**src/hdl/dbsr_pkg.sv**
```systemverilog
// Shared types and constants for the display bus sniffer/responder.
package dbsr_pkg;

	localparam int PAYLOAD_BYTES = 11;
	localparam int QUEUE_DEPTH = 2;
	localparam int ADDR_W = (PAYLOAD_BYTES > 1) ? $clog2(PAYLOAD_BYTES) : 1;
	localparam int CNT_W = $clog2(PAYLOAD_BYTES + 1);
	localparam int QPTR_W = (QUEUE_DEPTH > 1) ? $clog2(QUEUE_DEPTH) : 1;
	localparam int QCNT_W = $clog2(QUEUE_DEPTH + 1);

	// line events
	localparam logic [1:0] OP_SEL_FALL = 2'd0;
	localparam logic [1:0] OP_SEL_RISE = 2'd1;
	localparam logic [1:0] OP_CLK_RISE = 2'd2;
	localparam logic [1:0] OP_CLK_FALL = 2'd3;

	// configuration register indexes
	localparam logic [1:0] CFG_MODE = 2'd0;
	localparam logic [1:0] CFG_WRITE = 2'd1;
	localparam logic [1:0] CFG_READ = 2'd2;

	// command matcher stages
	localparam logic [1:0] STG_IDLE = 2'd0;
	localparam logic [1:0] STG_MODE = 2'd1;
	localparam logic [1:0] STG_WRITE = 2'd2;
	localparam logic [1:0] STG_BRIGHT = 2'd3;

	localparam logic [2:0] BIT_LAST = 3'd7;
	localparam logic [3:0] SEND_START = 4'd8;
	localparam logic [3:0] SEND_WRAP = 4'd15;

	localparam logic [7:0] MODE_RESET = 8'd2;
	localparam logic [7:0] WRITE_RESET = 8'd64;
	localparam logic [7:0] READ_RESET = 8'd66;
	localparam logic [2:0] BRIGHT_RESET = 3'd7;

	typedef struct packed {
		logic [1:0]  op;
		logic        data_in;
		logic [15:0] button_code;
	} in_item_t;

	typedef struct packed {
		logic       data_out;
		logic       drive_enable;
		logic       packet_valid;
		logic [3:0] byte_index;
		logic [7:0] payload_byte;
		logic [2:0] brightness;
		logic       frame_error;
		logic       last;
	} out_item_t;

	// one classified event handed from front to back
	typedef struct packed {
		logic       data_out;
		logic       drive_enable;
		logic [2:0] brightness;
		logic       frame_error;
		logic       report;
	} job_t;

	// back-to-front status
	typedef struct packed {
		logic              report_done;
		logic [ADDR_W-1:0] rd_addr;
	} back_stat_t;

endpackage

```
**src/hdl/dbsr_front.sv**
```systemverilog
// Front end: bus event decoder, command matcher, payload store and config registers.
module dbsr_front (
	input  logic                 clk,
	input  logic                 arst_n,
	input  logic                 in_accept,
	input  dbsr_pkg::in_item_t   in_item,
	input  logic                 cfg_accept,
	input  logic [1:0]           cfg_index,
	input  logic [7:0]           cfg_value,
	input  dbsr_pkg::back_stat_t back_stat,
	output logic                 report_busy,
	output dbsr_pkg::job_t       job,
	output logic [7:0]           rd_byte
);
	import dbsr_pkg::*;

	logic [7:0] mode_cmd_q, write_cmd_q, read_cmd_q;
	logic sel_q, drv_q, err_q, held_q, busy_q;
	logic [7:0] shift_q;
	logic [2:0] bitcnt_q;
	logic [CNT_W-1:0] bytecnt_q;
	logic [1:0] stage_q;
	logic [3:0] send_q;
	logic [2:0] bright_q;
	logic [7:0] store_q [PAYLOAD_BYTES];

	logic sel_n, drv_n, err_n, held_n, report;
	logic [7:0] shift_n;
	logic [2:0] bitcnt_n;
	logic [CNT_W-1:0] bytecnt_n;
	logic [1:0] stage_n;
	logic [3:0] send_n;
	logic [2:0] bright_n;
	logic wr_en;

	always_comb begin
		sel_n = sel_q;
		drv_n = drv_q;
		err_n = err_q;
		held_n = held_q;
		shift_n = shift_q;
		bitcnt_n = bitcnt_q;
		bytecnt_n = bytecnt_q;
		stage_n = stage_q;
		send_n = send_q;
		bright_n = bright_q;
		report = 1'b0;
		wr_en = 1'b0;
		case (in_item.op)
			OP_SEL_FALL: begin
				sel_n = 1'b1;
			end
			OP_SEL_RISE: begin
				sel_n = 1'b0;
				drv_n = 1'b0;
				if ((bytecnt_q != CNT_W'(PAYLOAD_BYTES) && bytecnt_q != '0) || bitcnt_q != '0)
					err_n = 1'b1;
				bytecnt_n = '0;
				bitcnt_n = '0;
				if (shift_q == mode_cmd_q) begin
					stage_n = STG_MODE;
				end else if (shift_q == write_cmd_q) begin
					stage_n = (stage_q == STG_MODE) ? STG_WRITE : STG_IDLE;
				end else if (stage_q == STG_BRIGHT) begin
					bright_n = shift_q[2:0];
					stage_n = STG_IDLE;
					report = 1'b1;
				end else if (stage_q == STG_WRITE) begin
					stage_n = STG_BRIGHT;
				end
			end
			OP_CLK_RISE: begin
				if (sel_q && !drv_q) begin
					shift_n = {in_item.data_in, shift_q[7:1]};
					if (bitcnt_q == BIT_LAST) begin
						bitcnt_n = '0;
						if (stage_q == STG_WRITE) begin
							if (bytecnt_q < CNT_W'(PAYLOAD_BYTES)) begin
								wr_en = 1'b1;
								bytecnt_n = bytecnt_q + 1'b1;
							end else begin
								err_n = 1'b1;
							end
						end else if (shift_n == read_cmd_q) begin
							send_n = SEND_START;
							drv_n = 1'b1;
						end
					end else begin
						bitcnt_n = bitcnt_q + 1'b1;
					end
				end
			end
			OP_CLK_FALL: begin
				if (sel_q && drv_q) begin
					held_n = in_item.button_code[send_q];
					send_n = (send_q >= SEND_WRAP) ? 4'd0 : send_q + 1'b1;
				end
			end
			default: begin
			end
		endcase
	end

	assign job = '{data_out: held_n, drive_enable: drv_n, brightness: bright_n,
		frame_error: err_n, report: report};
	assign report_busy = busy_q;
	assign rd_byte = store_q[back_stat.rd_addr];

	always_ff @(posedge clk or negedge arst_n) begin
		if (!arst_n) begin
			mode_cmd_q <= MODE_RESET;
			write_cmd_q <= WRITE_RESET;
			read_cmd_q <= READ_RESET;
		end else if (cfg_accept) begin
			case (cfg_index)
				CFG_MODE:  mode_cmd_q <= cfg_value;
				CFG_WRITE: write_cmd_q <= cfg_value;
				CFG_READ:  read_cmd_q <= cfg_value;
				default: begin
				end
			endcase
		end
	end

	always_ff @(posedge clk or negedge arst_n) begin
		if (!arst_n) begin
			sel_q <= 1'b0;
			drv_q <= 1'b0;
			err_q <= 1'b0;
			held_q <= 1'b0;
			shift_q <= '0;
			bitcnt_q <= '0;
			bytecnt_q <= '0;
			stage_q <= STG_IDLE;
			send_q <= SEND_START;
			bright_q <= BRIGHT_RESET;
			busy_q <= 1'b0;
		end else begin
			if (in_accept) begin
				sel_q <= sel_n;
				drv_q <= drv_n;
				err_q <= report ? 1'b0 : err_n; // sticky flag clears once reported
				held_q <= held_n;
				shift_q <= shift_n;
				bitcnt_q <= bitcnt_n;
				bytecnt_q <= bytecnt_n;
				stage_q <= stage_n;
				send_q <= send_n;
				bright_q <= bright_n;
			end
			// hold off new events until the back end has read out the whole store
			if (in_accept && report)
				busy_q <= 1'b1;
			else if (back_stat.report_done)
				busy_q <= 1'b0;
		end
	end

	always_ff @(posedge clk) begin
		if (in_accept && wr_en)
			store_q[bytecnt_q[ADDR_W-1:0]] <= shift_n;
	end

	a_busy_blocks: assert property (@(posedge clk) disable iff (!arst_n)
		busy_q |-> !in_accept) else $error("event accepted during frame report");
	a_done_only_busy: assert property (@(posedge clk) disable iff (!arst_n)
		back_stat.report_done |-> busy_q) else $error("report done without pending report");

endmodule

```
**src/hdl/dbsr_queue.sv**
```systemverilog
// Short job queue between the front and back ends.
module dbsr_queue (
	input  logic           clk,
	input  logic           arst_n,
	input  logic           push,
	input  dbsr_pkg::job_t push_job,
	output logic           full,
	input  logic           pop,
	output logic           not_empty,
	output dbsr_pkg::job_t head
);
	import dbsr_pkg::*;

	job_t slot_q [QUEUE_DEPTH];
	logic [QPTR_W-1:0] wr_q, rd_q;
	logic [QCNT_W-1:0] cnt_q;

	assign full = (cnt_q == QCNT_W'(QUEUE_DEPTH));
	assign not_empty = (cnt_q != '0);
	assign head = slot_q[rd_q];

	function automatic logic [QPTR_W-1:0] bump(input logic [QPTR_W-1:0] p);
		return (p == QPTR_W'(QUEUE_DEPTH - 1)) ? '0 : p + 1'b1;
	endfunction

	always_ff @(posedge clk or negedge arst_n) begin
		if (!arst_n) begin
			wr_q <= '0;
			rd_q <= '0;
			cnt_q <= '0;
		end else begin
			if (push)
				wr_q <= bump(wr_q);
			if (pop)
				rd_q <= bump(rd_q);
			if (push && !pop)
				cnt_q <= cnt_q + 1'b1;
			else if (pop && !push)
				cnt_q <= cnt_q - 1'b1;
		end
	end

	always_ff @(posedge clk) begin
		if (push)
			slot_q[wr_q] <= push_job;
	end

	a_cnt_range: assert property (@(posedge clk) disable iff (!arst_n)
		cnt_q <= QCNT_W'(QUEUE_DEPTH)) else $error("queue count overflow");

endmodule

```
**src/hdl/dbsr_back.sv**
```systemverilog
// Back end: expands jobs into result beats, frame reports into one beat per payload byte.
module dbsr_back (
	input  logic                 clk,
	input  logic                 arst_n,
	input  logic                 q_not_empty,
	input  dbsr_pkg::job_t       q_head,
	output logic                 q_pop,
	input  logic [7:0]           rd_byte,
	output dbsr_pkg::back_stat_t back_stat,
	output logic                 out_valid,
	input  logic                 out_ready,
	output dbsr_pkg::out_item_t  out_data
);
	import dbsr_pkg::*;

	logic out_valid_q, rpt_q;
	out_item_t out_q;
	job_t cur_q;
	logic [ADDR_W-1:0] idx_q;
	logic load, idx_last;
	logic [ADDR_W-1:0] idx_now;

	assign load = !out_valid_q || out_ready;
	assign q_pop = load && !rpt_q && q_not_empty;
	assign idx_now = rpt_q ? idx_q : '0;
	assign idx_last = (idx_now == ADDR_W'(PAYLOAD_BYTES - 1));
	assign back_stat.rd_addr = idx_now;
	assign back_stat.report_done = load && idx_last &&
		(rpt_q || (q_pop && q_head.report));

	always_ff @(posedge clk or negedge arst_n) begin
		if (!arst_n) begin
			out_valid_q <= 1'b0;
			rpt_q <= 1'b0;
			idx_q <= '0;
		end else if (load) begin
			if (rpt_q) begin
				out_valid_q <= 1'b1;
				idx_q <= idx_q + 1'b1;
				if (idx_last)
					rpt_q <= 1'b0;
			end else if (q_not_empty) begin
				out_valid_q <= 1'b1;
				if (q_head.report && !idx_last) begin
					rpt_q <= 1'b1;
					idx_q <= ADDR_W'(1);
				end
			end else begin
				out_valid_q <= 1'b0;
			end
		end
	end

	always_ff @(posedge clk) begin
		if (load) begin
			if (rpt_q) begin
				out_q <= '{data_out: cur_q.data_out, drive_enable: cur_q.drive_enable,
					packet_valid: 1'b1, byte_index: 4'(idx_now), payload_byte: rd_byte,
					brightness: cur_q.brightness, frame_error: cur_q.frame_error,
					last: idx_last};
			end else if (q_not_empty) begin
				cur_q <= q_head;
				out_q <= '{data_out: q_head.data_out, drive_enable: q_head.drive_enable,
					packet_valid: q_head.report, byte_index: 4'd0,
					payload_byte: q_head.report ? rd_byte : 8'd0,
					brightness: q_head.brightness, frame_error: q_head.frame_error,
					last: !q_head.report || idx_last};
			end
		end
	end

	assign out_valid = out_valid_q;
	assign out_data = out_q;

	a_idx_range: assert property (@(posedge clk) disable iff (!arst_n)
		rpt_q |-> idx_q < ADDR_W'(PAYLOAD_BYTES)) else $error("report index out of range");
	a_done_last: assert property (@(posedge clk) disable iff (!arst_n)
		back_stat.report_done |=> out_valid_q && out_q.last && out_q.packet_valid)
		else $error("report done without final report beat");
	a_no_pop_rpt: assert property (@(posedge clk) disable iff (!arst_n)
		rpt_q |-> !q_pop) else $error("queue popped during report");

endmodule

```
**src/hdl/display_bus_sniffer_responder_unit.sv**
```systemverilog
// Queue holds two jobs; an event is registered there, then in the output register.
// Throughput: one event per cycle while results drain and no report is pending; a
// frame report gives PAYLOAD_BYTES (11) result beats, one per cycle while they drain,
// through the back end's index counter; new events wait until its last beat is loaded.
// Reset (arst_n low, asynchronous): matcher, counters, flags and config registers
// return to their initial values; the payload store is not cleared.
module display_bus_sniffer_responder_unit (
	input  logic                clk,
	input  logic                arst_n,
	input  logic                in_valid,
	output logic                in_ready,
	input  dbsr_pkg::in_item_t  in_data,
	output logic                out_valid,
	input  logic                out_ready,
	output dbsr_pkg::out_item_t out_data,
	input  logic                cfg_valid,
	output logic                cfg_ready,
	input  logic [1:0]          cfg_index,
	input  logic [7:0]          cfg_value
);
	import dbsr_pkg::*;

	logic q_full, q_not_empty, q_pop, report_busy, in_accept;
	job_t job, q_head;
	back_stat_t back_stat;
	logic [7:0] rd_byte;

	assign in_ready = !q_full && !report_busy;
	assign in_accept = in_valid && in_ready;
	assign cfg_ready = 1'b1;

	dbsr_front u_front (
		.clk(clk),
		.arst_n(arst_n),
		.in_accept(in_accept),
		.in_item(in_data),
		.cfg_accept(cfg_valid && cfg_ready),
		.cfg_index(cfg_index),
		.cfg_value(cfg_value),
		.back_stat(back_stat),
		.report_busy(report_busy),
		.job(job),
		.rd_byte(rd_byte)
	);

	dbsr_queue u_queue (
		.clk(clk),
		.arst_n(arst_n),
		.push(in_accept),
		.push_job(job),
		.full(q_full),
		.pop(q_pop),
		.not_empty(q_not_empty),
		.head(q_head)
	);

	dbsr_back u_back (
		.clk(clk),
		.arst_n(arst_n),
		.q_not_empty(q_not_empty),
		.q_head(q_head),
		.q_pop(q_pop),
		.rd_byte(rd_byte),
		.back_stat(back_stat),
		.out_valid(out_valid),
		.out_ready(out_ready),
		.out_data(out_data)
	);

endmodule
```
**config.mk**
```make
export PLATFORM = sky130hd
export DESIGN_NAME = display_bus_sniffer_responder_unit
export DESIGN_NICKNAME = d
export VERILOG_FILES = /design/src/hdl/dbsr_pkg.sv /design/src/hdl/dbsr_front.sv /design/src/hdl/dbsr_queue.sv /design/src/hdl/dbsr_back.sv /design/src/hdl/display_bus_sniffer_responder_unit.sv
export SDC_FILE = /design/constraint.sdc
export NUM_CORES = 1
export LEC_CHECK = 0
export BUFFER_PORTS_ARGS = -buffer_cell sky130_fd_sc_hd__buf_2
export CORE_ASPECT_RATIO = 1.4
export CORE_MARGIN = 2
export CORE_UTILIZATION = 51
export CTS_BUF_LIST = sky130_fd_sc_hd__clkbuf_8
export DETAILED_ROUTE_END_ITERATION = 10
export PLACE_DENSITY = 0.76
export SLEW_MARGIN = 5
export SYNTH_ARGS = -nofsm -noshare
export SYNTH_HDL_FRONTEND = slang
export SYNTH_SLANG_ARGS = --single-unit
```
**constraint.sdc**
```tcl
create_clock -name clk -period 3.1 [get_ports clk]
set_clock_uncertainty 0.15 [all_clocks]
set_input_delay 0.62 -clock clk [delete_from_list [all_inputs] [get_ports clk]]
set_output_delay 0.62 -clock clk [all_outputs]
set_load 0.01 [all_outputs]
```
==> metrics.md, run 1 <==
| Metric | Value |
|---|---|
| Endpoints failing hold | 0 |
| Post-synthesis share of cell area spent on xor and xnor gates | 3.08% |
| Number of cells on the worst reg-to-reg path | 7 |
| TritonCTS clock tree | yes |
| Wire length reported by the detailed router | roughly 17000 um |
| Fill cell count | between 1000 and 1500 |
| Max rail drop VDD | ~0.4 mV |
| P per Cell Area | approximately 770 mW/mm^2 |
| Clock insertion delay at the later pin of the skew report | approximately 0.47 ns |
| Clk buf depth | 2 |
| Standard-cell row count | 55 |
| Violation count after the first detailed-route iteration | ~330 |
| Clock transition at the registers of the reported paths | approximately 0.09 ns |
| Achievable frequency | slightly below 0.4 GHz |
| Layout-stage area growth over the synthesis result | 10.6% |
| Global-route wire length before repair | about 27000 um |
| Synthesized Nets | about 650 |
| Library cell used as clock root buffer | sky130_fd_sc_hd__clkbuf_8 |
| Gate count of the mapped netlist | ~600 |
| Total Die Area | roughly 0.018 mm^2 |
| Fraction of synthesized area in multiplexers | a little over an eighth |
| Die Y-Extent | around 160 um |
| Flip-flop and latch count after synthesis | roughly 190 |
| Violations in the final reports | design-rule violations |
| Static power due to leakage | approximately 3.6 nW |
| Register area share after synthesis | 63.7% |
| Grt ovf | 0 |
| Number of nets still failing antenna checks after routing | 0 |
| Die span in x | around 110 um |
| Largest net degree at the start of global routing | 34 |
| Routability congestion estimate from global placement | 0.932 |
| Count of unique library cells instantiated by Yosys | 55 |
| Most common cell after layout, fill and taps aside | sky130_fd_sc_hd__edfxtp_1 |
| Transition time at the pin with the least slew margin | about 0.76 ns |
| Primary FF master, synth | sky130_fd_sc_hd__edfxtp_1 |
| Global Route Usage Sum | about a fifth |
| Area fraction in and, or, nand and nor cells after synthesis | 8.45% |
| Summed instance area of the synthesized netlist | 0.00852 mm^2 |
| Max cap viols | 0 |
| Async set-or-reset flop fraction in the synthesized netlist | 33.0% |
| Deepest level of the CTS H-tree | 4 |
| Critical path data arrival time | about 2.5 ns |
| Residual DRC count | 4 |
| DP Wirelength | around 12000 um |
| Layout cells sized above 1 | about 28% |
| Status | complete, but fails checks |
| Area of the multi-input gates | around 0.0029 mm^2 |
| CTS Buf Count | 17 |
| Reg-to-Reg End | u_front.store_q[2][2]$_DFFE_PP_ |
| Compound-gate portion of the synthesized area | between 6 and 7% |
| Instance count after placement with tap cells included | between 800 and 900 |
| Starting utilization of the core area | a little over half |
| Tcrit/Tclk final | about four fifths |
| Via count | ~5000 |
| Number of input and output port buffers inserted | between 50 and 60 |
| Data required time of the critical path | ~3.1 ns |
| Number of enable-type register cells in the synthesized netlist | about 130 |
| Number of global-route vias before repair | between 5000 and 6000 |
| Initial DRT Pass Iterations | 7 |
| Final std cells w/o fill | around 870 |
| Sum Neg Setup Slack | 0 ns |
| Overall power of the completed layout | 7.27 mW |
| Placeable core region | ~0.016 mm^2 |
| Syn Area/Cell | between 10 and 15 um^2 |
| Critical Path Start Type | flip-flop |
| Routed len/inst | between 15 and 20 um |
| Type of destination of the critical path | flip-flop |
| Ports | between 50 and 60 |
| Nets@finish | approximately 700 |
| Unrepaired setup endpoints after global routing | false |
| Worst setup path class | flip-flop to flip-flop |
| Reg2Reg Launch Point | u_front.bitcnt_q[0]$_DFFE_PN0P_ |
| Combined flip-flop and latch cell area | about 0.0054 mm^2 |
| Max-slew violation total from the final report | 0 |
| Most used cells in the layout excluding fill and tap cells | 128 x sky130_fd_sc_hd__edfxtp_1, 65 x sky130_fd_sc_hd__mux2_2, 55 x sky130_fd_sc_hd__buf_2, 55 x sky130_fd_sc_hd__dfrtp_1 |
| Worst setup slack for register-to-register paths | around 0.58 ns |
| Number of sinks on the clock net | 191 |
| Ratio of routed vias to standard cells | slightly below 6 |
| Total of cells resized after clock tree synthesis | 0 |
| Main combinational cell family by area after synthesis | multiplexers |
| Final count of negative-setup-slack endpoints | 0 |
| Fin crit period | 2.52 ns |
| Number of buffers added to fix hold violations after cts | 0 |
| Critical path launch point | u_front.bitcnt_q[0]$_DFFE_PN0P_ |
| Warnings, synthesis | 0 |
| Worst max-slew margin expressed relative to the limit | roughly half |
| Count of buffers added by post-CTS timing repair for setup | 0 |
| Synthesized-area fraction occupied by adder cells | under 10% |
| Initial antenna violation count | 0 |
| Antenna cells | 0 |
| Type of the worst min-delay path | input port to async pin |
| Critical-path maximum fanout | 8 |
[state kept, by name, indices dropped and copies added (netlist names), 2 cells and up]
signal and count:
u_front.send_q 4, u_front.shift_q 8, u_front.stage_q 2, u_front.bytecnt_q 4, u_front.store_q 88, u_back.idx_q 4
u_back.out_data 20, u_back.cur_q 6, u_queue.cnt_q 2, u_front.bright_q 3, u_front.read_cmd_q 8, u_front.write_cmd_q 8
u_front.mode_cmd_q 8, u_queue.slot_q 14, u_front.bitcnt_q 3
[final cells by class]
type                            count  area share, %
Inverter                           19          0.757
Multi-Input combinational cell    356           30.5
Tap cell                          199           2.64
Sequential cell                   191           57.7
Clock buffer                       17           2.48
Clock inverter                     15           1.89
Timing Repair Buffer               68           4.09
[stage by stage]
stage / hold slack [ns] / instance area (um^2) / setup slack [ns] / util (%)
3_5_place_dp: 0.339 / 9010 / 0.402 / 55.5
6_report: 0.0724 / 9420 / 0.576 / 58.0
4_1_cts: 0.0720 / 9420 / 0.597 / 58.0
5_1_grt: 0.100 / 9420 / 0.385 / 58.0
2_1_floorplan: 0.174 / 8520 / 0.699 / -
3_3_place_gp: 0.331 / 9010 / 0.464 / 55.5
[critical path: stages, from the launching register on]
cell                       delay (ns)
sky130_fd_sc_hd__dfrtp_1         0.41
sky130_fd_sc_hd__ha_1            0.18
sky130_fd_sc_hd__ha_1            0.22
sky130_fd_sc_hd__nand3b_1        0.11
sky130_fd_sc_hd__nor2_1          0.18
sky130_fd_sc_hd__nand2_1         0.09
sky130_fd_sc_hd__nor3_1          0.41
sky130_fd_sc_hd__and2_1          0.43
[cells in the mapped netlist (2+ instances only)]
| master | n | area, um^2 |
|---|---|---|
| sky130_fd_sc_hd__a22o_1 | 5 | 43.8 |
| sky130_fd_sc_hd__mux4_2 | 4 | 90.1 |
| sky130_fd_sc_hd__nand3_1 | 10 | 50.1 |
| sky130_fd_sc_hd__xor2_1 | 13 | 114 |
| sky130_fd_sc_hd__a32o_1 | 2 | 20.0 |
| sky130_fd_sc_hd__and2_1 | 13 | 81.3 |
| sky130_fd_sc_hd__nor3_1 | 20 | 100 |
| sky130_fd_sc_hd__mux2_2 | 65 | 732 |
| sky130_fd_sc_hd__buf_4 | 4 | 30.0 |
| sky130_fd_sc_hd__nor4_1 | 3 | 18.8 |
| sky130_fd_sc_hd__nand4_1 | 4 | 25.0 |
| sky130_fd_sc_hd__ha_1 | 14 | 175 |
| sky130_fd_sc_hd__o21a_1 | 3 | 22.5 |
| sky130_fd_sc_hd__a211o_1 | 8 | 70.1 |
| sky130_fd_sc_hd__a221oi_1 | 17 | 149 |
| sky130_fd_sc_hd__nand2b_1 | 5 | 31.3 |
| sky130_fd_sc_hd__nand3b_1 | 4 | 30.0 |
| sky130_fd_sc_hd__a21oi_1 | 15 | 75.1 |
| sky130_fd_sc_hd__o21ai_0 | 15 | 75.1 |
| sky130_fd_sc_hd__xnor2_1 | 17 | 149 |
| sky130_fd_sc_hd__o31ai_1 | 4 | 30.0 |
| sky130_fd_sc_hd__nand2_1 | 21 | 78.8 |
| sky130_fd_sc_hd__inv_1 | 17 | 63.8 |
| sky130_fd_sc_hd__buf_2 | 14 | 70.1 |
| sky130_fd_sc_hd__clkbuf_1 | 12 | 45.0 |
| sky130_fd_sc_hd__o22a_1 | 2 | 17.5 |
| sky130_fd_sc_hd__or4_4 | 2 | 22.5 |
| sky130_fd_sc_hd__mux2i_1 | 26 | 260 |
| sky130_fd_sc_hd__and3_1 | 2 | 12.5 |
| sky130_fd_sc_hd__mux2_4 | 3 | 45.0 |
| sky130_fd_sc_hd__clkinv_1 | 2 | 7.51 |
| sky130_fd_sc_hd__nor2b_1 | 3 | 18.8 |
| sky130_fd_sc_hd__nor3b_1 | 9 | 67.6 |
| sky130_fd_sc_hd__edfxtp_1 | 128 | 3840 |
| sky130_fd_sc_hd__a31oi_1 | 3 | 18.8 |
| sky130_fd_sc_hd__a21o_1 | 2 | 15.0 |
| sky130_fd_sc_hd__dfstp_2 | 8 | 210 |
| sky130_fd_sc_hd__dfrtp_1 | 55 | 1380 |
| sky130_fd_sc_hd__nor2_1 | 27 | 101 |
[where the power goes]
part,switching (mW),internal (mW)
clock network,0.899,0.745
logic,1.20,0.898
registers,0.280,3.25
[logic make-up (layout without fill, tap and decap cells)]
logic type | after synthesis | in the layout
buffers and inverters | 50 | 119
multiplexers | 99 | 99
AND/OR/NAND/NOR | 132 | 132
other | 1 | 1
AO/OA/AOI/OAI | 80 | 80
flip-flops | 191 | 191
adder cells (fa/ha/maj) | 14 | 14
XOR/XNOR | 30 | 30
[per-layer routing]
| metal | GRT usage [%] | vias to the layer above | part of all wire, % |
|---|---|---|---|
| li1 | - | 2348 | - |
| met1 | 21.9 | 2472 | 38 |
| met2 | 38.1 | 142 | 56 |
| met3 | 2.89 | 23 | 4.1 |
| met4 | 7.43 | 0 | 1.6 |
| met5 | 0 | - | 0 |
[worst max-delay path by stage]
stage / to / slack [ns] / depth (start not counted)
floorplan: u_front.shift_q[7]$_DFFE_PN0P_ / 0.70 / 7
global placement: u_front.store_q[5][2]$_DFFE_PP_ / 0.46 / 8
detailed placement: u_front.store_q[1][0]$_DFFE_PP_ / 0.40 / 8
CTS: u_front.store_q[4][5]$_DFFE_PP_ / 0.60 / 7
global route: u_front.store_q[1][0]$_DFFE_PP_ / 0.38 / 7
finish: u_front.store_q[2][2]$_DFFE_PP_ / 0.58 / 7
Power figures use the tool's default switching activity.
==> run 2: changes to the inputs <==
ABC_AREA = 1   (was unset)
PLACE_DENSITY = 0.79   (was 0.76)
clock period = 2.27 ns   (was 3.1 ns; I/O delays follow)
==> metrics.md, run 2 <==
| Metric | Value |
|---|---|
| Global-route wire length before repair | roughly 28000 um |
| DP Wirelength | 12700 um |
| Clock transition at the registers of the reported paths | about 0.09 ns |
| Max-slew violation total from the final report | 0 |
| Routed len/inst | between 15 and 20 um |
| Number of sinks on the clock net | between 150 and 200 |
| Async set-or-reset flop fraction in the synthesized netlist | about a third |
| Initial DRT Pass Iterations | 5 |
| Static power due to leakage | between 4 and 5 nW |
| Worst setup slack for register-to-register paths | between 0.08 and 0.09 ns |
| Gate family responsible for the most delay along the worst path | simple AND/OR/NAND/NOR gates |
| Standard-cell row count | between 50 and 60 |
| Max cap viols | 0 |
| Violation count after the first detailed-route iteration | about 490 |
| Clock insertion delay at the later pin of the skew report | roughly 0.47 ns |
| Tcrit/Tclk final | between 90% and 100% |
| Number of cells on the worst reg-to-reg path | 6 |
| Placeable core region | ~0.017 mm^2 |
| Routability congestion estimate from global placement | approximately 0.86 |
| Syn Area/Cell | between 9 and 10 um^2 |
| Transition time at the pin with the least slew margin | approximately 0.55 ns |
| Via count | 6297 |
| Buffering stage count on the worst path with inverters included | 1 |
| Register area share after synthesis | a little over three fifths |
| Primary FF master, synth | sky130_fd_sc_hd__edfxtp_1 |
| Library cell used as clock root buffer | sky130_fd_sc_hd__clkbuf_8 |
| Worst max-slew margin expressed relative to the limit | between 60% and 70% |
| Clk buf depth | 2 |
| Initial antenna violation count | 0 |
| Achievable frequency | 0.457 GHz |
| Synthesized Nets | 930 |
| Summed instance area of the synthesized netlist | 0.00866 mm^2 |
| Layout-stage area growth over the synthesis result | 12.3% |
| Flip-flop and latch count after synthesis | roughly 190 |
| Ratio of routed vias to standard cells | 5.34 |
| Final core occ | about three fifths |
| Fin crit period | approximately 2.2 ns |
| Critical-path maximum fanout | 8 |
| Reg2Reg Launch Point | u_front.bytecnt_q[0]$_DFFE_PN0P_ |
| Wire length reported by the detailed router | approximately 18000 um |
| Type of destination of the critical path | flip-flop |
| Reg-to-Reg End | u_front.store_q[4][5]$_DFFE_PP_ |
| Ports | 57 |
| Data required time of the critical path | between 2 and 2.5 ns |
| Post-synthesis cell type with the largest combined area | sky130_fd_sc_hd__edfxtp_1 |
| P per Cell Area | between 1000 and 1500 mW/mm^2 |
| Global Route Usage Sum | about 21% |
| Final hold slack | around 0.098 ns |
| Deepest level of the CTS H-tree | 4 |
| Share of the synthesized area in the top cell type | 44.4% |
| Die span in x | between 100 and 150 um |
| Slowest stage delay, CP | 0.43 ns |
| Setup WS post-layout | around 0.083 ns |
| Nets@finish | ~1000 |
| Number of input and output port buffers inserted | between 50 and 60 |
| Destination of the worst hold path | u_front.write_cmd_q[6]$_DFFE_PN1P_ |
| Critical Path Start Type | flip-flop |
| Slowest stage cell on the critical path | sky130_fd_sc_hd__dfrtp_1 |
| Instance count after placement with tap cells included | around 1100 |
| Ordered list of cells on the worst path | ha_1 > o21ai_0 > and3_4 > nand2_2 > nor2_1 > buf_4 |
| Gate count of the mapped netlist | 882 |
| Status | finished clean |
| Number of flip-flops under the largest register name | 88 |
| Count of unique library cells instantiated by Yosys | 40 |
| Sum Neg Setup Slack | 0 ns |
| Most used cells in the layout excluding fill and tap cells | 272 x sky130_fd_sc_hd__nand2_1, 128 x sky130_fd_sc_hd__edfxtp_1, 97 x sky130_fd_sc_hd__nand3_1, 74 x sky130_fd_sc_hd__inv_1, 66 x sky130_fd_sc_hd__o21ai_0 |
| Most frequently used cell type in the post-synthesis netlist | sky130_fd_sc_hd__nand2_1 |
| Die Y-Extent | about 160 um |
| Worst setup path class | flip-flop to flip-flop |
| CTS Buf Count | 17 |
| Grt ovf | 0 |
| Starting utilization of the core area | roughly half |
| Number of nets still failing antenna checks after routing | 0 |
| Number of global-route vias before repair | 5892 |
| Unrepaired setup endpoints after global routing | false |
| Final std cells w/o fill | approximately 1200 |
| Max rail drop VDD | 0.415 mV |
| Type of the worst min-delay path | input port to flip-flop |
| Warnings, synthesis | 0 |
| Layout cells sized above 1 | roughly 15% |
| Pre-CTS setup slack | -0.0114 ns |
| Endpoints failing hold | 0 |
| Most common cell after layout, fill and taps aside | sky130_fd_sc_hd__nand2_1 |
| Antenna cells | 0 |
| TritonCTS clock tree | yes |
| Worst hold path cell count | 3 |
| Most numerous cell types in the synthesized netlist | 272 x sky130_fd_sc_hd__nand2_1, 128 x sky130_fd_sc_hd__edfxtp_1, 97 x sky130_fd_sc_hd__nand3_1, 72 x sky130_fd_sc_hd__inv_1, 66 x sky130_fd_sc_hd__o21ai_0 |
| Residual DRC count | 0 |
| Largest net degree at the start of global routing | between 40 and 50 |
| Most area-consuming cells after synthesis | sky130_fd_sc_hd__edfxtp_1 44%, sky130_fd_sc_hd__dfrtp_1 16%, sky130_fd_sc_hd__nand2_1 12% |
| Launch point of the worst hold path | cfg_value[6] |
| Total Die Area | around 0.018 mm^2 |
| Critical path data arrival time | roughly 2.2 ns |
| Final count of negative-setup-slack endpoints | 0 |
| Number of enable-type register cells in the synthesized netlist | around 130 |
run 2: tightest hold or removal path: cells and delay by family:
family          cells  cell delay, ns
compound gates      1            0.09
buf+inv             2            0.17
run 2: metal layers:
layer  share of wire, %  vias to the layer above  GRT usage [%]
met5                  0                        -              0
met4                2.7                        0           9.41
met3                5.1                       39           3.79
met2                 53                      236           36.5
met1                 40                     2931           24.0
li1                   -                     3091              -
run 2: what timing repair did:
action | CTS | global route
setup endpoints to repair | 0 | 4
hold buffers | 1 | 0
endpoints found under the hold margin | 10 | 0
buffers inserted | 0 | 0
gates resized for setup | 0 | 1
run 2: worst max path at each step:
stage	from	cells after the start	to	slack, ns
after floorplan	u_queue.cnt_q[1]$_DFFE_PN0P_	6	u_back.idx_q[2]$_DFFE_PN0P_	0.01
after global placement	out_ready	5	u_back.idx_q[2]$_DFFE_PN0P_	0.13
after detailed placement	out_ready	5	u_back.idx_q[3]$_DFFE_PN0P_	-0.01
after CTS	u_queue.cnt_q[1]$_DFFE_PN0P_	6	u_back.idx_q[3]$_DFFE_PN0P_	0.01
after global routing	u_front.bitcnt_q[0]$_DFFE_PN0P_	8	u_front.store_q[4][7]$_DFFE_PP_	0.01
final	u_front.bytecnt_q[0]$_DFFE_PN0P_	6	u_front.store_q[4][5]$_DFFE_PP_	0.08
run 2: area by class of cell:
cell class | instances | area [um^2]
Sequential cell | 191 | 5430
Timing Repair Buffer | 93 | 601
Clock inverter | 12 | 97.6
Clock buffer | 19 | 262
Multi-Input combinational cell | 582 | 2780
Inverter | 79 | 297
Fill cell | 1394 | 6960
Tap cell | 203 | 254
run 2: power breakdown:
group	leakage, nW	switching (mW)	internal, mW
registers	1.98	0.362	4.53
clock network	0.188	1.14	0.908
logic	2.06	2.54	1.32
run 2: metrics by stage:
| step | total power [mW] | area (um^2) |
|---|---|---|
| 2_1_floorplan | 7.54 | 8660 |
| 3_3_place_gp | 8.69 | 9350 |
| 3_5_place_dp | 8.80 | 9350 |
| 6_report | 10.8 | 9720 |
| 5_1_grt | 11.5 | 9720 |
| 4_1_cts | 10.8 | 9720 |
run 2: kinds of logic after synthesis:
logic type | synth area share (%)
other cells | 0.0433
simple gates | 21.9
flops | 62.7
xor+xnor | 1.72
fa+ha+maj | 2.02
mux | 0.116
buf+inv | 5.25
compound gates | 6.26
==> run 3: changes to the inputs <==
CELL_PAD_IN_SITES_DETAIL_PLACEMENT = 1   (was unset)
CELL_PAD_IN_SITES_GLOBAL_PLACEMENT = 2   (was unset)
CORE_UTILIZATION = 37   (was 51)
PLACE_DENSITY = 0.86   (was 0.79)
==> metrics.md, run 3 (synthesis gave the netlist of run 2 again) <==
| Metric | Value |
|---|---|
| Clk buf depth | 2 |
| TritonCTS clock tree | yes |
| Global Route Usage Sum | roughly 18% |
| Status | finished clean |
| Worst setup slack for register-to-register paths | 0.16 ns |
| Final count of negative-setup-slack endpoints | 0 |
| Total Die Area | approximately 0.025 mm^2 |
| Type of the worst min-delay path | input port to flip-flop |
| Critical-path maximum fanout | 8 |
| Setup WS post-layout | approximately 0.16 ns |
| Global-route wire length before repair | roughly 34000 um |
| Die Y-Extent | about 180 um |
| Internal power summed over all cells | ~6.8 mW |
| DP Wirelength | approximately 15000 um |
| Number of cells on the worst reg-to-reg path | 6 |
| Critical Path Start Type | flip-flop |
| Power share of the clock group | a little over a fifth |
| Detailed-routed wire length on met2 | ~11000 um |
| Initial antenna violation count | 0 |
| Static power due to leakage | 4.26 nW |
| Switching power total | roughly 4.3 mW |
| Slowest stage cell on the critical path | sky130_fd_sc_hd__dfrtp_1 |
| Residual DRC count | 0 |
| Die span in x | between 100 and 150 um |
| Final core occ | 42.9% |
| Most used cells in the layout excluding fill and tap cells | 272 x sky130_fd_sc_hd__nand2_1, 128 x sky130_fd_sc_hd__edfxtp_1, 97 x sky130_fd_sc_hd__nand3_1, 72 x sky130_fd_sc_hd__inv_1, 66 x sky130_fd_sc_hd__o21ai_0 |
| Highest metal used | met4 |
| Max-slew violation total from the final report | 0 |
| Most common cell after layout, fill and taps aside | sky130_fd_sc_hd__nand2_1 |
| Number of global-route vias before repair | about 6500 |
| Standard-cell row count | 66 |
| Share of total power in combinational logic | ~35% |
| Grt ovf | 0 |
| Type of destination of the critical path | flip-flop |
| Number of flip-flops under the largest register name | 88 |
| Clock insertion delay at the later pin of the skew report | around 0.48 ns |
| Critical path data arrival time | between 2 and 2.5 ns |
| Unrepaired setup endpoints after global routing | false |
| Clock transition at the registers of the reported paths | 0.10 ns |
| Post-placement cell area | about 0.0095 mm^2 |
| Layout cells sized above 1 | between 15 and 20% |
| Initial DRT Pass Iterations | 4 |
| Fill cell count | ~2700 |
| Data required time of the critical path | approximately 2.3 ns |
| CTS Buf Count | 17 |
| Nets@finish | approximately 1000 |
| Number of sinks on the clock net | 191 |
| Max cap viols | 0 |
| Combined flip-flop and latch cell area | 0.00543 mm^2 |
| Sequential Power Share | a little over two fifths |
| Largest net degree at the start of global routing | 64 |
| Final hold slack | ~0.083 ns |
| P per Cell Area | around 1100 mW/mm^2 |
| Number of nets still failing antenna checks after routing | 0 |
| Met3 Routed Length | between 600 and 700 um |
| Starting utilization of the core area | between 30% and 40% |
| Switching portion of total power | slightly below 40% |
| Placeable core region | about 0.023 mm^2 |
| Area of the multi-input gates | around 0.0028 mm^2 |
| Violation count after the first detailed-route iteration | about 230 |
| Slowest stage delay, CP | ~0.43 ns |
| Ordered list of cells on the worst path | ha_1 > o21ai_0 > and3_4 > nand2_2 > nor2_1 > buf_4 |
| Wire length reported by the detailed router | 21200 um |
| Pre-CTS setup slack | 0.0989 ns |
| Via count | 6246 |
| Post-route cell area | just under 0.01 mm^2 |
| Worst setup path class | flip-flop to flip-flop |
| Routed len/inst | roughly 16 um |
| Worst hold path cell count | 3 |
| Ports | 57 |
| Layout-stage area growth over the synthesis result | 14.5% |
| Sum Neg Setup Slack | 0 ns |
| Tcrit/Tclk final | 93.0% |
| Ratio of routed vias to standard cells | slightly below 5 |
| Deepest level of the CTS H-tree | 4 |
| Fin crit period | around 2.1 ns |
| Endpoints failing hold | 0 |
| Transition time at the pin with the least slew margin | between 0.7 and 0.8 ns |
| Worst max-slew margin expressed relative to the limit | between 50% and 60% |
| Antenna cells | 0 |
| Detailed-route wire length on metal 1 | between 8000 and 9000 um |
| Achievable frequency | around 0.47 GHz |
| Number of input and output port buffers inserted | 55 |
| Library cell used as clock root buffer | sky130_fd_sc_hd__clkbuf_8 |
| Max rail drop VDD | between 0.4 and 0.5 mV |
| Routability congestion estimate from global placement | 0.841 |
==> run 3: cell count changes in the layout (fill, tap and decap cells not counted), moves of 2 or more <==
cell,previous run,this run
sky130_fd_sc_hd__inv_8,0,3
sky130_fd_sc_hd__clkinv_2,3,1
sky130_fd_sc_hd__clkinv_4,2,5
sky130_fd_sc_hd__inv_6,1,3
sky130_fd_sc_hd__buf_4,34,41
sky130_fd_sc_hd__buf_12,3,1
sky130_fd_sc_hd__clkbuf_8,19,17
sky130_fd_sc_hd__inv_1,74,72
==> run 3: timing repair <==
item / CTS / global route
buffers inserted: 0 / 0
resized for setup: 0 / 1
hold endpoints to repair: 55 / 0
setup endpoints to repair: 0 / 5
hold buffers: 1 / 0
==> run 3: critical path, delay by kind of cell, from the launching register on <==
kind | cells | cell delay (ns)
buffers and inverters | 1 | 0.19
adder cells (fa/ha/maj) | 1 | 0.23
flip-flops | 1 | 0.43
AND/OR/NAND/NOR | 3 | 0.50
AO/OA/AOI/OAI | 1 | 0.33
==> run 3: power groups by stage <==
stage | clock network [mW] | logic, mW | registers [mW]
final | 2.33 | 3.95 | 4.89
after global routing | 2.52 | 4.48 | 4.96
after CTS | 2.40 | 4.02 | 4.90
after detailed placement | 0 | 3.99 | 4.98
after global placement | 0 | 3.89 | 4.95
after floorplan | 0 | 2.61 | 4.94
==> run 3: path summary, 6_finish.rpt <==
path | startpoint | endpoint
max | u_front.bytecnt_q[0]$_DFFE_PN0P_ | u_front.store_q[5][0]$_DFFE_PP_
min | cfg_value[6] | u_front.write_cmd_q[6]$_DFFE_PN1P_
min reg2reg | u_front.bright_q[0]$_DFFE_PN1P_ | u_front.bright_q[0]$_DFFE_PN1P_
max reg2reg | u_front.bytecnt_q[0]$_DFFE_PN0P_ | u_front.store_q[5][0]$_DFFE_PP_
max in group asynchronous | arst_n | u_front.bright_q[2]$_DFFE_PN1P_
min in group asynchronous | arst_n | u_front.write_cmd_q[7]$_DFFE_PN0P_
==> run 3: layer usage <==
metal | track usage (%) | up-vias
met3 | 3.75 | 48
met5 | 0 | -
met2 | 32.5 | 123
met4 | 8.51 | 0
met1 | 19.9 | 2979
li1 | - | 3096
==> run 3: cell type report <==
class                           instances  area share, %
Sequential cell                       191           54.8
Multi-Input combinational cell        582           28.0
Timing Repair Buffer                   98           6.18
Tap cell                              306           3.86
Inverter                               79           2.99
Clock buffer                           17           2.36
Clock inverter                         15           1.78
==> run 3: metrics by stage <==
stage               power, mW  instances
global route             12.0       1288
detailed placement       8.97       1255
CTS                      11.3       1288
floorplan                7.54        882
finish                   11.2       1288
global placement         8.83       1255
